`config.mk`:
```
export PLATFORM = sky130hd
export DESIGN_NAME = line_edit_input_ring_unit
export DESIGN_NICKNAME = d
export VERILOG_FILES = /design/src/leir_pkg.sv /design/src/leir_store.sv /design/src/leir_seq.sv /design/src/line_edit_input_ring_unit.sv
export SDC_FILE = /design/constraint.sdc
export NUM_CORES = 1
export LEC_CHECK = 0
export BUFFER_PORTS_ARGS = -buffer_cell sky130_fd_sc_hd__buf_2
export CAP_MARGIN = 20
export CORE_MARGIN = 5
export CORE_UTILIZATION = 45
export CTS_BUF_LIST = sky130_fd_sc_hd__clkbuf_8
export DETAILED_ROUTE_END_ITERATION = 10
export GPL_ROUTABILITY_DRIVEN = 0
export HOLD_SLACK_MARGIN = 0.02
export MAX_ROUTING_LAYER = met4
export SLEW_MARGIN = 20
export SYNTH_ARGS = -nofsm -noshare
export SYNTH_HDL_FRONTEND = slang
export SYNTH_HIERARCHICAL = 1
export SYNTH_SLANG_ARGS = --single-unit
```
`constraint.sdc`:
```
create_clock -name clock -period 4.9 [get_ports clock]
set_clock_uncertainty 0.1 [all_clocks]
set_input_delay 0.245 -clock clock [delete_from_list [all_inputs] [get_ports clock]]
set_output_delay 0.245 -clock clock [all_outputs]
set_load 0.02 [all_outputs]
```
`src/leir_pkg.sv`:
```
`timescale 1ns / 1ps
// Shared types and constants for the line edit input ring.
package leir_pkg;

   localparam int CHAR_W  = 8;
   localparam int LIMIT_W = 7;
   localparam int KIND_W  = 2;

   localparam logic CMD_PUSH = 1'b0;
   localparam logic CMD_READ = 1'b1;

   localparam logic [CHAR_W-1:0] KEY_BACKSPACE = 8'd8;
   localparam logic [CHAR_W-1:0] KEY_NEWLINE   = 8'd10;

   localparam logic [KIND_W-1:0] KIND_ECHO   = 2'd0;
   localparam logic [KIND_W-1:0] KIND_READ   = 2'd1;
   localparam logic [KIND_W-1:0] KIND_NOLINE = 2'd2;
   localparam logic [KIND_W-1:0] KIND_EMPTY  = 2'd3;

   typedef struct packed {
      logic               cmd;
      logic [CHAR_W-1:0]  char_in;
      logic [LIMIT_W-1:0] read_limit;
   } req_type;

   typedef struct packed {
      logic [KIND_W-1:0] kind;
      logic [CHAR_W-1:0] data_out;
      logic              last;
   } rsp_type;

   typedef enum logic [1:0] {
      ST_IDLE,
      ST_DECODE,
      ST_READ
   } seq_state_type;

endpackage

```
`src/leir_store.sv`:
```
`timescale 1ns / 1ps
// Character ring storage: one write port, one registered read port.
module leir_store
   import leir_pkg::*;
#(
   parameter int RING_DEPTH = 64,
   localparam int PosW = (RING_DEPTH > 1) ? $clog2(RING_DEPTH) : 1
) (
   input  logic              clock,
   input  logic              wr_en,
   input  logic [PosW-1:0]   wr_addr,
   input  logic [CHAR_W-1:0] wr_data,
   input  logic [PosW-1:0]   rd_addr,
   output logic [CHAR_W-1:0] rd_data
);

   logic [CHAR_W-1:0] mem [RING_DEPTH];
   logic [CHAR_W-1:0] rd_data_ff;

   always_ff @(posedge clock) begin
      if (wr_en) begin
         mem[wr_addr] <= wr_data;
      end
   end

   always_ff @(posedge clock) begin
      rd_data_ff <= mem[rd_addr];
   end

   assign rd_data = rd_data_ff;

endmodule

```
`src/leir_seq.sv`:
```
`timescale 1ns / 1ps
// Sequencer: decodes a word, updates ring pointers and counters, drains reads.
module leir_seq
   import leir_pkg::*;
#(
   parameter int RING_DEPTH = 64,
   localparam int PosW = (RING_DEPTH > 1) ? $clog2(RING_DEPTH) : 1,
   localparam int CntW = $clog2(RING_DEPTH + 1)
) (
   input  logic              clock,
   input  logic              reset,
   input  logic              req_valid,
   output logic              req_ready,
   input  req_type           req_word,
   input  logic              slot_free,
   output logic              emit,
   output rsp_type           emit_word,
   output logic              wr_en,
   output logic [PosW-1:0]   wr_addr,
   output logic [CHAR_W-1:0] wr_data,
   output logic [PosW-1:0]   rd_addr,
   input  logic [CHAR_W-1:0] rd_data
);

   localparam logic [CntW-1:0] DEPTH_C = CntW'(RING_DEPTH);
   localparam logic [PosW-1:0] LAST_POS = PosW'(RING_DEPTH - 1);

   seq_state_type      state_ff, state_in;
   logic               cmd_ff, cmd_in;
   logic [CHAR_W-1:0]  char_ff, char_in;
   logic [LIMIT_W-1:0] limit_ff, limit_in;
   logic [LIMIT_W-1:0] cnt_ff, cnt_in;
   logic [PosW-1:0]    wpos_ff, wpos_in;
   logic [PosW-1:0]    rpos_ff, rpos_in;
   logic [CntW-1:0]    fill_ff, fill_in;
   logic [CntW-1:0]    open_ff, open_in;
   logic [CntW-1:0]    nl_ff, nl_in;

   logic [PosW-1:0] wpos_inc, wpos_dec, rpos_inc;
   logic            rd_last;

   assign wpos_inc = (wpos_ff == LAST_POS) ? '0 : wpos_ff + PosW'(1);
   assign wpos_dec = (wpos_ff == '0) ? LAST_POS : wpos_ff - PosW'(1);
   assign rpos_inc = (rpos_ff == LAST_POS) ? '0 : rpos_ff + PosW'(1);

   assign rd_last = (cnt_ff + LIMIT_W'(1) == limit_ff) || (fill_ff == CntW'(1))
                    || (rd_data == KEY_NEWLINE);

   always_ff @(posedge clock) begin
      if (reset) begin
         state_ff <= ST_IDLE;
         wpos_ff  <= '0;
         rpos_ff  <= '0;
         fill_ff  <= '0;
         open_ff  <= '0;
         nl_ff    <= '0;
      end else begin
         state_ff <= state_in;
         wpos_ff  <= wpos_in;
         rpos_ff  <= rpos_in;
         fill_ff  <= fill_in;
         open_ff  <= open_in;
         nl_ff    <= nl_in;
      end
   end

   always_ff @(posedge clock) begin
      cmd_ff   <= cmd_in;
      char_ff  <= char_in;
      limit_ff <= limit_in;
      cnt_ff   <= cnt_in;
   end

   always_comb begin
      state_in  = state_ff;
      cmd_in    = cmd_ff;
      char_in   = char_ff;
      limit_in  = limit_ff;
      cnt_in    = cnt_ff;
      wpos_in   = wpos_ff;
      rpos_in   = rpos_ff;
      fill_in   = fill_ff;
      open_in   = open_ff;
      nl_in     = nl_ff;
      req_ready = 1'b0;
      emit      = 1'b0;
      emit_word = '0;
      wr_en     = 1'b0;

      unique case (state_ff)
         ST_IDLE: begin
            req_ready = 1'b1;
            if (req_valid) begin
               cmd_in   = req_word.cmd;
               char_in  = req_word.char_in;
               limit_in = req_word.read_limit;
               state_in = ST_DECODE;
            end
         end
         ST_DECODE: begin
            if (cmd_ff == CMD_PUSH) begin
               if (char_ff == KEY_BACKSPACE) begin
                  if (open_ff == '0) begin
                     state_in = ST_IDLE;
                  end else if (slot_free) begin
                     emit      = 1'b1;
                     emit_word = '{kind: KIND_ECHO, data_out: KEY_BACKSPACE, last: 1'b1};
                     if (fill_ff != '0) begin
                        wpos_in = wpos_dec;
                        fill_in = fill_ff - CntW'(1);
                        open_in = open_ff - CntW'(1);
                     end
                     state_in = ST_IDLE;
                  end
               end else if (fill_ff >= DEPTH_C) begin
                  state_in = ST_IDLE;
               end else if (slot_free) begin
                  wr_en     = 1'b1;
                  wpos_in   = wpos_inc;
                  fill_in   = fill_ff + CntW'(1);
                  if (char_ff == KEY_NEWLINE) begin
                     open_in = '0;
                     nl_in   = nl_ff + CntW'(1);
                  end else begin
                     open_in = open_ff + CntW'(1);
                  end
                  emit      = 1'b1;
                  emit_word = '{kind: KIND_ECHO, data_out: char_ff, last: 1'b1};
                  state_in  = ST_IDLE;
               end
            end else begin
               if (nl_ff == '0) begin
                  if (slot_free) begin
                     emit      = 1'b1;
                     emit_word = '{kind: KIND_NOLINE, data_out: '0, last: 1'b1};
                     state_in  = ST_IDLE;
                  end
               end else if (limit_ff == '0) begin
                  if (slot_free) begin
                     emit      = 1'b1;
                     emit_word = '{kind: KIND_EMPTY, data_out: '0, last: 1'b1};
                     state_in  = ST_IDLE;
                  end
               end else begin
                  cnt_in   = '0;
                  state_in = ST_READ;
               end
            end
         end
         ST_READ: begin
            if (slot_free) begin
               emit      = 1'b1;
               emit_word = '{kind: KIND_READ, data_out: rd_data, last: rd_last};
               rpos_in   = rpos_inc;
               fill_in   = fill_ff - CntW'(1);
               cnt_in    = cnt_ff + LIMIT_W'(1);
               if ((rd_data == KEY_NEWLINE) && (nl_ff != '0)) begin
                  nl_in = nl_ff - CntW'(1);
               end
               if (rd_last) begin
                  state_in = ST_IDLE;
               end
            end
         end
         default: begin
            state_in = ST_IDLE;
         end
      endcase
   end

   // read port looks one word ahead so the ring drains one byte per cycle while the output slot is free
   assign rd_addr = rpos_in;
   assign wr_addr = wpos_ff;
   assign wr_data = char_ff;

`ifndef NO_ASSERTIONS
   a_emit_needs_slot: assert property (@(posedge clock) disable iff (reset)
      emit |-> slot_free)
      else $error("result issued while output register busy");

   a_counts_fit: assert property (@(posedge clock) disable iff (reset)
      ({1'b0, open_ff} + {1'b0, nl_ff}) <= {1'b0, fill_ff})
      else $error("line and newline counts exceed stored bytes");

   a_last_ends_read: assert property (@(posedge clock) disable iff (reset)
      (state_ff == ST_READ && emit && emit_word.last) |=> state_ff == ST_IDLE)
      else $error("read continued after its last byte");

   a_store_no_write_in_read: assert property (@(posedge clock) disable iff (reset)
      (state_ff == ST_READ) |-> !wr_en)
      else $error("ring written during a read drain");
`endif

endmodule

```
`src/line_edit_input_ring_unit.sv`:
```
`timescale 1ns / 1ps
// An echo, no-line or zero-limit result passes decode, then the output register, once its word is accepted;
// the first byte of a read passes decode, then the ring read, then the output register.
// Push: each word is accepted, then decoded with an update of the ring pointers before the next is taken.
// Read: the bytes drain in order after decode; while the output register is held off, the drain stalls.
// Reset is synchronous: pointers, fill/line/newline counters and output valid clear; ring data is not cleared.
// Line edit input ring: top level with the result output register.
module line_edit_input_ring_unit
   import leir_pkg::*;
#(
   parameter int RING_DEPTH = 64
) (
   input  logic    clock,
   input  logic    reset,
   input  logic    req_valid,
   output logic    req_ready,
   input  req_type req_word,
   output logic    rsp_valid,
   input  logic    rsp_ready,
   output rsp_type rsp_word
);

   localparam int PosW = (RING_DEPTH > 1) ? $clog2(RING_DEPTH) : 1;

   logic              slot_free;
   logic              emit;
   rsp_type           emit_word;
   logic              wr_en;
   logic [PosW-1:0]   wr_addr;
   logic [CHAR_W-1:0] wr_data;
   logic [PosW-1:0]   rd_addr;
   logic [CHAR_W-1:0] rd_data;

   logic    rsp_valid_ff;
   rsp_type rsp_word_ff;

   assign slot_free = !rsp_valid_ff || rsp_ready;

   leir_seq #(
      .RING_DEPTH (RING_DEPTH)
   ) u_seq (
      .clock     (clock),
      .reset     (reset),
      .req_valid (req_valid),
      .req_ready (req_ready),
      .req_word  (req_word),
      .slot_free (slot_free),
      .emit      (emit),
      .emit_word (emit_word),
      .wr_en     (wr_en),
      .wr_addr   (wr_addr),
      .wr_data   (wr_data),
      .rd_addr   (rd_addr),
      .rd_data   (rd_data)
   );

   leir_store #(
      .RING_DEPTH (RING_DEPTH)
   ) u_store (
      .clock   (clock),
      .wr_en   (wr_en),
      .wr_addr (wr_addr),
      .wr_data (wr_data),
      .rd_addr (rd_addr),
      .rd_data (rd_data)
   );

   always_ff @(posedge clock) begin
      if (reset) begin
         rsp_valid_ff <= 1'b0;
      end else if (emit) begin
         rsp_valid_ff <= 1'b1;
      end else if (rsp_ready) begin
         rsp_valid_ff <= 1'b0;
      end
   end

   always_ff @(posedge clock) begin
      if (emit) begin
         rsp_word_ff <= emit_word;
      end
   end

   assign rsp_valid = rsp_valid_ff;
   assign rsp_word  = rsp_word_ff;

endmodule
```
==> results.md <==
Run status:
- The flow ran to the end, and the final reports show no timing, DRC or antenna violations.

Pwr:
- The static power due to leakage is 8.67 nW.
- In this run, the clock network consumes 39.4% of the power.
- IR analysis of the VDD net gives a maximum drop of 0.228 mV.
- The total internal power is 7.74 mW.
- The proportion of power drawn by flip-flops and latches is 56.2%.
- The final total power is 10.0 mW.
- In this run, the combinational gates consume 4.5% of the power.
- In this run the power density over the cells is 365 nW/µm².
- The switching part of the total power is 22.6%.
- The switching power is 2.26 mW.

Drt:
- The per-cell via count in the routed design is 5.84.
- The total wire length after detailed routing is 58,600 µm.
- The count of nets left with antenna violations once routing finished came out at 0.
- For this block, the initial DRC count from the detailed router was 1,166.
- The total vias in the final route is 13,500.
- The number of optimization iterations in the first detailed-route pass is 5.
- After detailed routing, the number of remaining DRC violations is 0.
- After detailed routing, the average wire length per cell comes to 25.2 µm.

Yosys:
- Synthesis produced a netlist whose cell count is 1,415.
- Synthesis instantiated 71 different standard cells from the library.
- The number of flops mapped to enable cells by yosys is 546.
- The number of nets produced by synthesis is 1,455.
- Averaged over all synthesized cells, the footprint is 17.1 µm².
- The leading register cell type out of synthesis is sky130_fd_sc_hd__edfxtp_1.
- Yosys printed 6 warnings.
- The number of synthesized register bits is 590.
- The async set-reset flop share out of synthesis is 0%.
- The share of the yosys chip area belonging to registers is 71.3%.
- The mapped netlist covers 24,200 µm².

Setup path:
- The type of the worst setup path is reg -> reg.
- The data arrival at the endpoint of the critical path is 4550 ps.
- The endpoint type of the worst setup path is a flip-flop.
- The critical path starts at u_seq/wr_data[0].
- For the worst setup path, the data required time is 5420 ps.
- In this run the worst path has a maximum fanout of 12.
- The worst setup path is launched from a flip-flop.
- On the critical path, the stage with the largest delay is an instance of sky130_fd_sc_hd__nor2_1.
- The startpoint of the lowest-slack register-to-register path is u_seq/wr_data[0].
- Traced cell by cell, the critical path runs through or4b_1 -> nor3_2 -> mux2i_1 -> nand2_1 -> o21ai_0 -> a21oi_1 -> nor2_1 -> inv_1 -> a21oi_2 -> dlygate4sd3_1.
- The largest stage delay on the critical path is 720 ps.

Clock tree:
- The maximum buffer depth of the clock tree is 3.
- The total number of H-tree levels is 3.
- The CTS tree is yes.
- The number of buffers added by the clock tree synthesis step is 97.
- Clock-pin slew was measured on the worst setup and hold paths at 60 ps.
- The post-cts repair resize count is 0.
- The number of clock sinks is 590.
- The tree is rooted in a sky130_fd_sc_hd__clkbuf_8.
- Post-CTS timing repair inserted 0 buffers for setup.
- The clock insertion delay at the later pin of the skew report is 680 ps.

Global route:
- The number of antenna violations at the first check in global routing is 1.
- Entering global routing, the biggest net connects 72 pins.
- The via count of the first global-routing pass was 13,500.
- The overall routing resource usage is 20.4%.
- The first global-routing pass estimated 87,400 µm of wire.
- For this run the aggregate overflow at the end of global routing stands at 0.

Place:
- During placement, the flow inserted port buffers numbering 32.
- The number of placed instances, taps included is 2,123.
- Timing analysis after detailed placement gives a worst setup slack of 1180 ps.
- The detailed placement HPWL is 36,000 µm.

Timing:
- The number of failing hold endpoints at the final stage is 0.
- The final number of setup-violating endpoints is 0.
- The shortest period the worst path allows is 4030 ps.
- For the pin with the worst max-slew slack, the measured transition is 1030 ps.
- The setup TNS is 0 ps.
- The share of the clock period used by the worst path is 82.2%.
- Timing would allow up to 0.248 GHz.
- The worst slew margin relative to its limit is 31.0%.
- The number of pins with negative max-slew slack in the final report is 0.
- Setup slack on the critical path of the routed design comes to 874 ps.
- Setup repair after global routing left no endpoint under its margin.

Layout:
- The register area is 17,300 µm².
- Cells fill 51.1% of the core in the end.
- The number of fill cells is 4,422.
- The multi-input combinational cell area is 6560 µm².
- In the layout the commonest cells are 546 x sky130_fd_sc_hd__edfxtp_1, 138 x sky130_fd_sc_hd__nor2_1, 124 x sky130_fd_sc_hd__mux4_2, 97 x sky130_fd_sc_hd__clkbuf_8, 58 x sky130_fd_sc_hd__nand2_1.
- The most common library cell in the layout ignoring fill and taps is sky130_fd_sc_hd__edfxtp_1.
- Once layout is complete, the cells apart from fillers number 2,321.
- For this run, the post-layout net count is 1,586.
- The synthesis-to-layout area growth is 13.0%.
- The fraction of layout instances using a drive strength above 1 is 22.7%.

Worst hold path:
- The startpoint identified for the worst hold timing path is req_word[1].
- The tightest min-delay check is of the in -> reg type.

Floorplanning:
- The region available for standard cell placement spans 53,600 µm².
- The vertical extent of the die is 242 µm.
- In this run the horizontal extent of the chip is 242 µm.
- The initial utilization of the core area, before any placement, comes to 45.2%.
- 33 I/O pins were placed.
- The cell row count is 85.
- The die covers 58,600 µm².

Run:
- The number of max-cap violations is 0.
final timing paths:
path	endpoint	slack (ps)	depth (start not counted)
worst max-delay path	rsp_valid	870	10
worst min-delay path	u_seq/limit_ff[1]	180	2
worst max register to register	rsp_valid	870	10
worst min register to register	u_seq/open_ff[6]	400	2
worst max-delay path: cells and delay by family, from the launching register on:
family | cells | cell delay (ps)
DFF | 1 | 390
and+or+nand+nor | 4 | 1980
buffers and inverters | 2 | 690
AOI/OAI and AO/OA | 3 | 410
muxes | 1 | 400
per-stage QoR:
step           hold slack, ps  area (µm²)
6_report                  178       27400
5_1_grt                   138       27400
4_1_cts                   114       27400
3_5_place_dp              324       25400
3_3_place_gp              325       25400
2_1_floorplan             207       24200
final cells by class:
| cell class | instances | area share, % |
|---|---|---|
| sequential | 590 | 63.1 |
| multi-input combinational | 728 | 23.9 |
| clock buffer | 97 | 4.87 |
| tap | 696 | 3.18 |
| timing repair buffer | 108 | 3.03 |
| clock inverter | 80 | 1.59 |
| inverter | 21 | 0.288 |
| antenna | 1 | 0.00914 |
cell usage after synthesis, types with 4 or more instances:
cell | instances | share of area [%]
sky130_fd_sc_hd__a211oi_1 | 8 | 0.25
sky130_fd_sc_hd__a21o_1 | 6 | 0.19
sky130_fd_sc_hd__a21oi_1 | 44 | 0.91
sky130_fd_sc_hd__a221oi_1 | 7 | 0.25
sky130_fd_sc_hd__a22o_1 | 4 | 0.14
sky130_fd_sc_hd__a22oi_1 | 15 | 0.46
sky130_fd_sc_hd__a31oi_1 | 8 | 0.21
sky130_fd_sc_hd__and2_1 | 10 | 0.26
sky130_fd_sc_hd__and3_1 | 7 | 0.18
sky130_fd_sc_hd__buf_2 | 15 | 0.31
sky130_fd_sc_hd__buf_4 | 10 | 0.31
sky130_fd_sc_hd__buf_6 | 5 | 0.23
sky130_fd_sc_hd__clkbuf_1 | 43 | 0.67
sky130_fd_sc_hd__dfxtp_1 | 44 | 3.6
sky130_fd_sc_hd__edfxtp_1 | 546 | 68
sky130_fd_sc_hd__ha_1 | 19 | 0.98
sky130_fd_sc_hd__inv_1 | 18 | 0.28
sky130_fd_sc_hd__mux2i_1 | 26 | 1.1
sky130_fd_sc_hd__mux4_2 | 124 | 12
sky130_fd_sc_hd__nand2_1 | 59 | 0.91
sky130_fd_sc_hd__nand2b_1 | 8 | 0.21
sky130_fd_sc_hd__nand3_1 | 32 | 0.66
sky130_fd_sc_hd__nand3b_1 | 6 | 0.19
sky130_fd_sc_hd__nand4_1 | 9 | 0.23
sky130_fd_sc_hd__nor2_1 | 138 | 2.1
sky130_fd_sc_hd__nor2b_1 | 14 | 0.36
sky130_fd_sc_hd__nor3_1 | 19 | 0.39
sky130_fd_sc_hd__nor4_1 | 5 | 0.13
sky130_fd_sc_hd__o21ai_0 | 29 | 0.60
sky130_fd_sc_hd__o221ai_1 | 7 | 0.25
sky130_fd_sc_hd__o22ai_1 | 24 | 0.62
sky130_fd_sc_hd__o31ai_1 | 4 | 0.12
sky130_fd_sc_hd__or2_2 | 10 | 0.26
sky130_fd_sc_hd__or3_1 | 7 | 0.18
sky130_fd_sc_hd__or3b_2 | 4 | 0.14
sky130_fd_sc_hd__or4_1 | 8 | 0.25
sky130_fd_sc_hd__xnor2_1 | 18 | 0.65
sky130_fd_sc_hd__xor2_1 | 10 | 0.36
what timing repair did:
action	4_1_cts	5_1_grt
endpoints found under the hold margin	37	0
endpoints found under the setup margin	0	0
hold buffers	20	0
power groups by stage:
stage	Combinational, mW	Sequential, mW	Clock [mW]
3_5_place_dp	0.440	5.72	0
2_1_floorplan	0.236	5.75	0
4_1_cts	0.453	5.61	4.05
3_3_place_gp	0.433	5.72	0
5_1_grt	0.489	5.62	4.29
6_report	0.449	5.61	3.93
flip-flops by register name, summed over array words and instances, names as in the netlist:
register,count
rsp_valid,1
rsp_word,11
u_seq/cmd_ff,1
u_seq/cnt_ff,7
u_seq/fill_ff,7
u_seq/limit_ff,7
u_seq/nl_ff,7
u_seq/open_ff,7
u_seq/rpos_ff,6
u_seq/state_ff,2
u_seq/wr_addr,6
u_seq/wr_data,8
u_store/mem,512
u_store/rd_data,8
routing by layer:
metal	GRT usage, %	vias up	wire, µm
met5	-	-	0
met4	6.80	0	1700
li1	-	5926	-
met2	31.0	515	27600
met1	27.0	6991	24600
met3	5.27	114	4610
logic make-up (layout without fill, tap and decap cells):
family	count (synthesis)	after routing	synth area share [%]
multiplexers	153	153	12.7
AO/OA/AOI/OAI	176	176	4.81
other	0	1	0
XOR/XNOR	29	29	1.10
buffers and inverters	97	306	1.96
flip-flops	590	590	71.3
AND/OR/NAND/NOR	350	350	7.07
adder cells (fa/ha/maj)	20	20	1.06
Power figures use the tool's default switching activity.
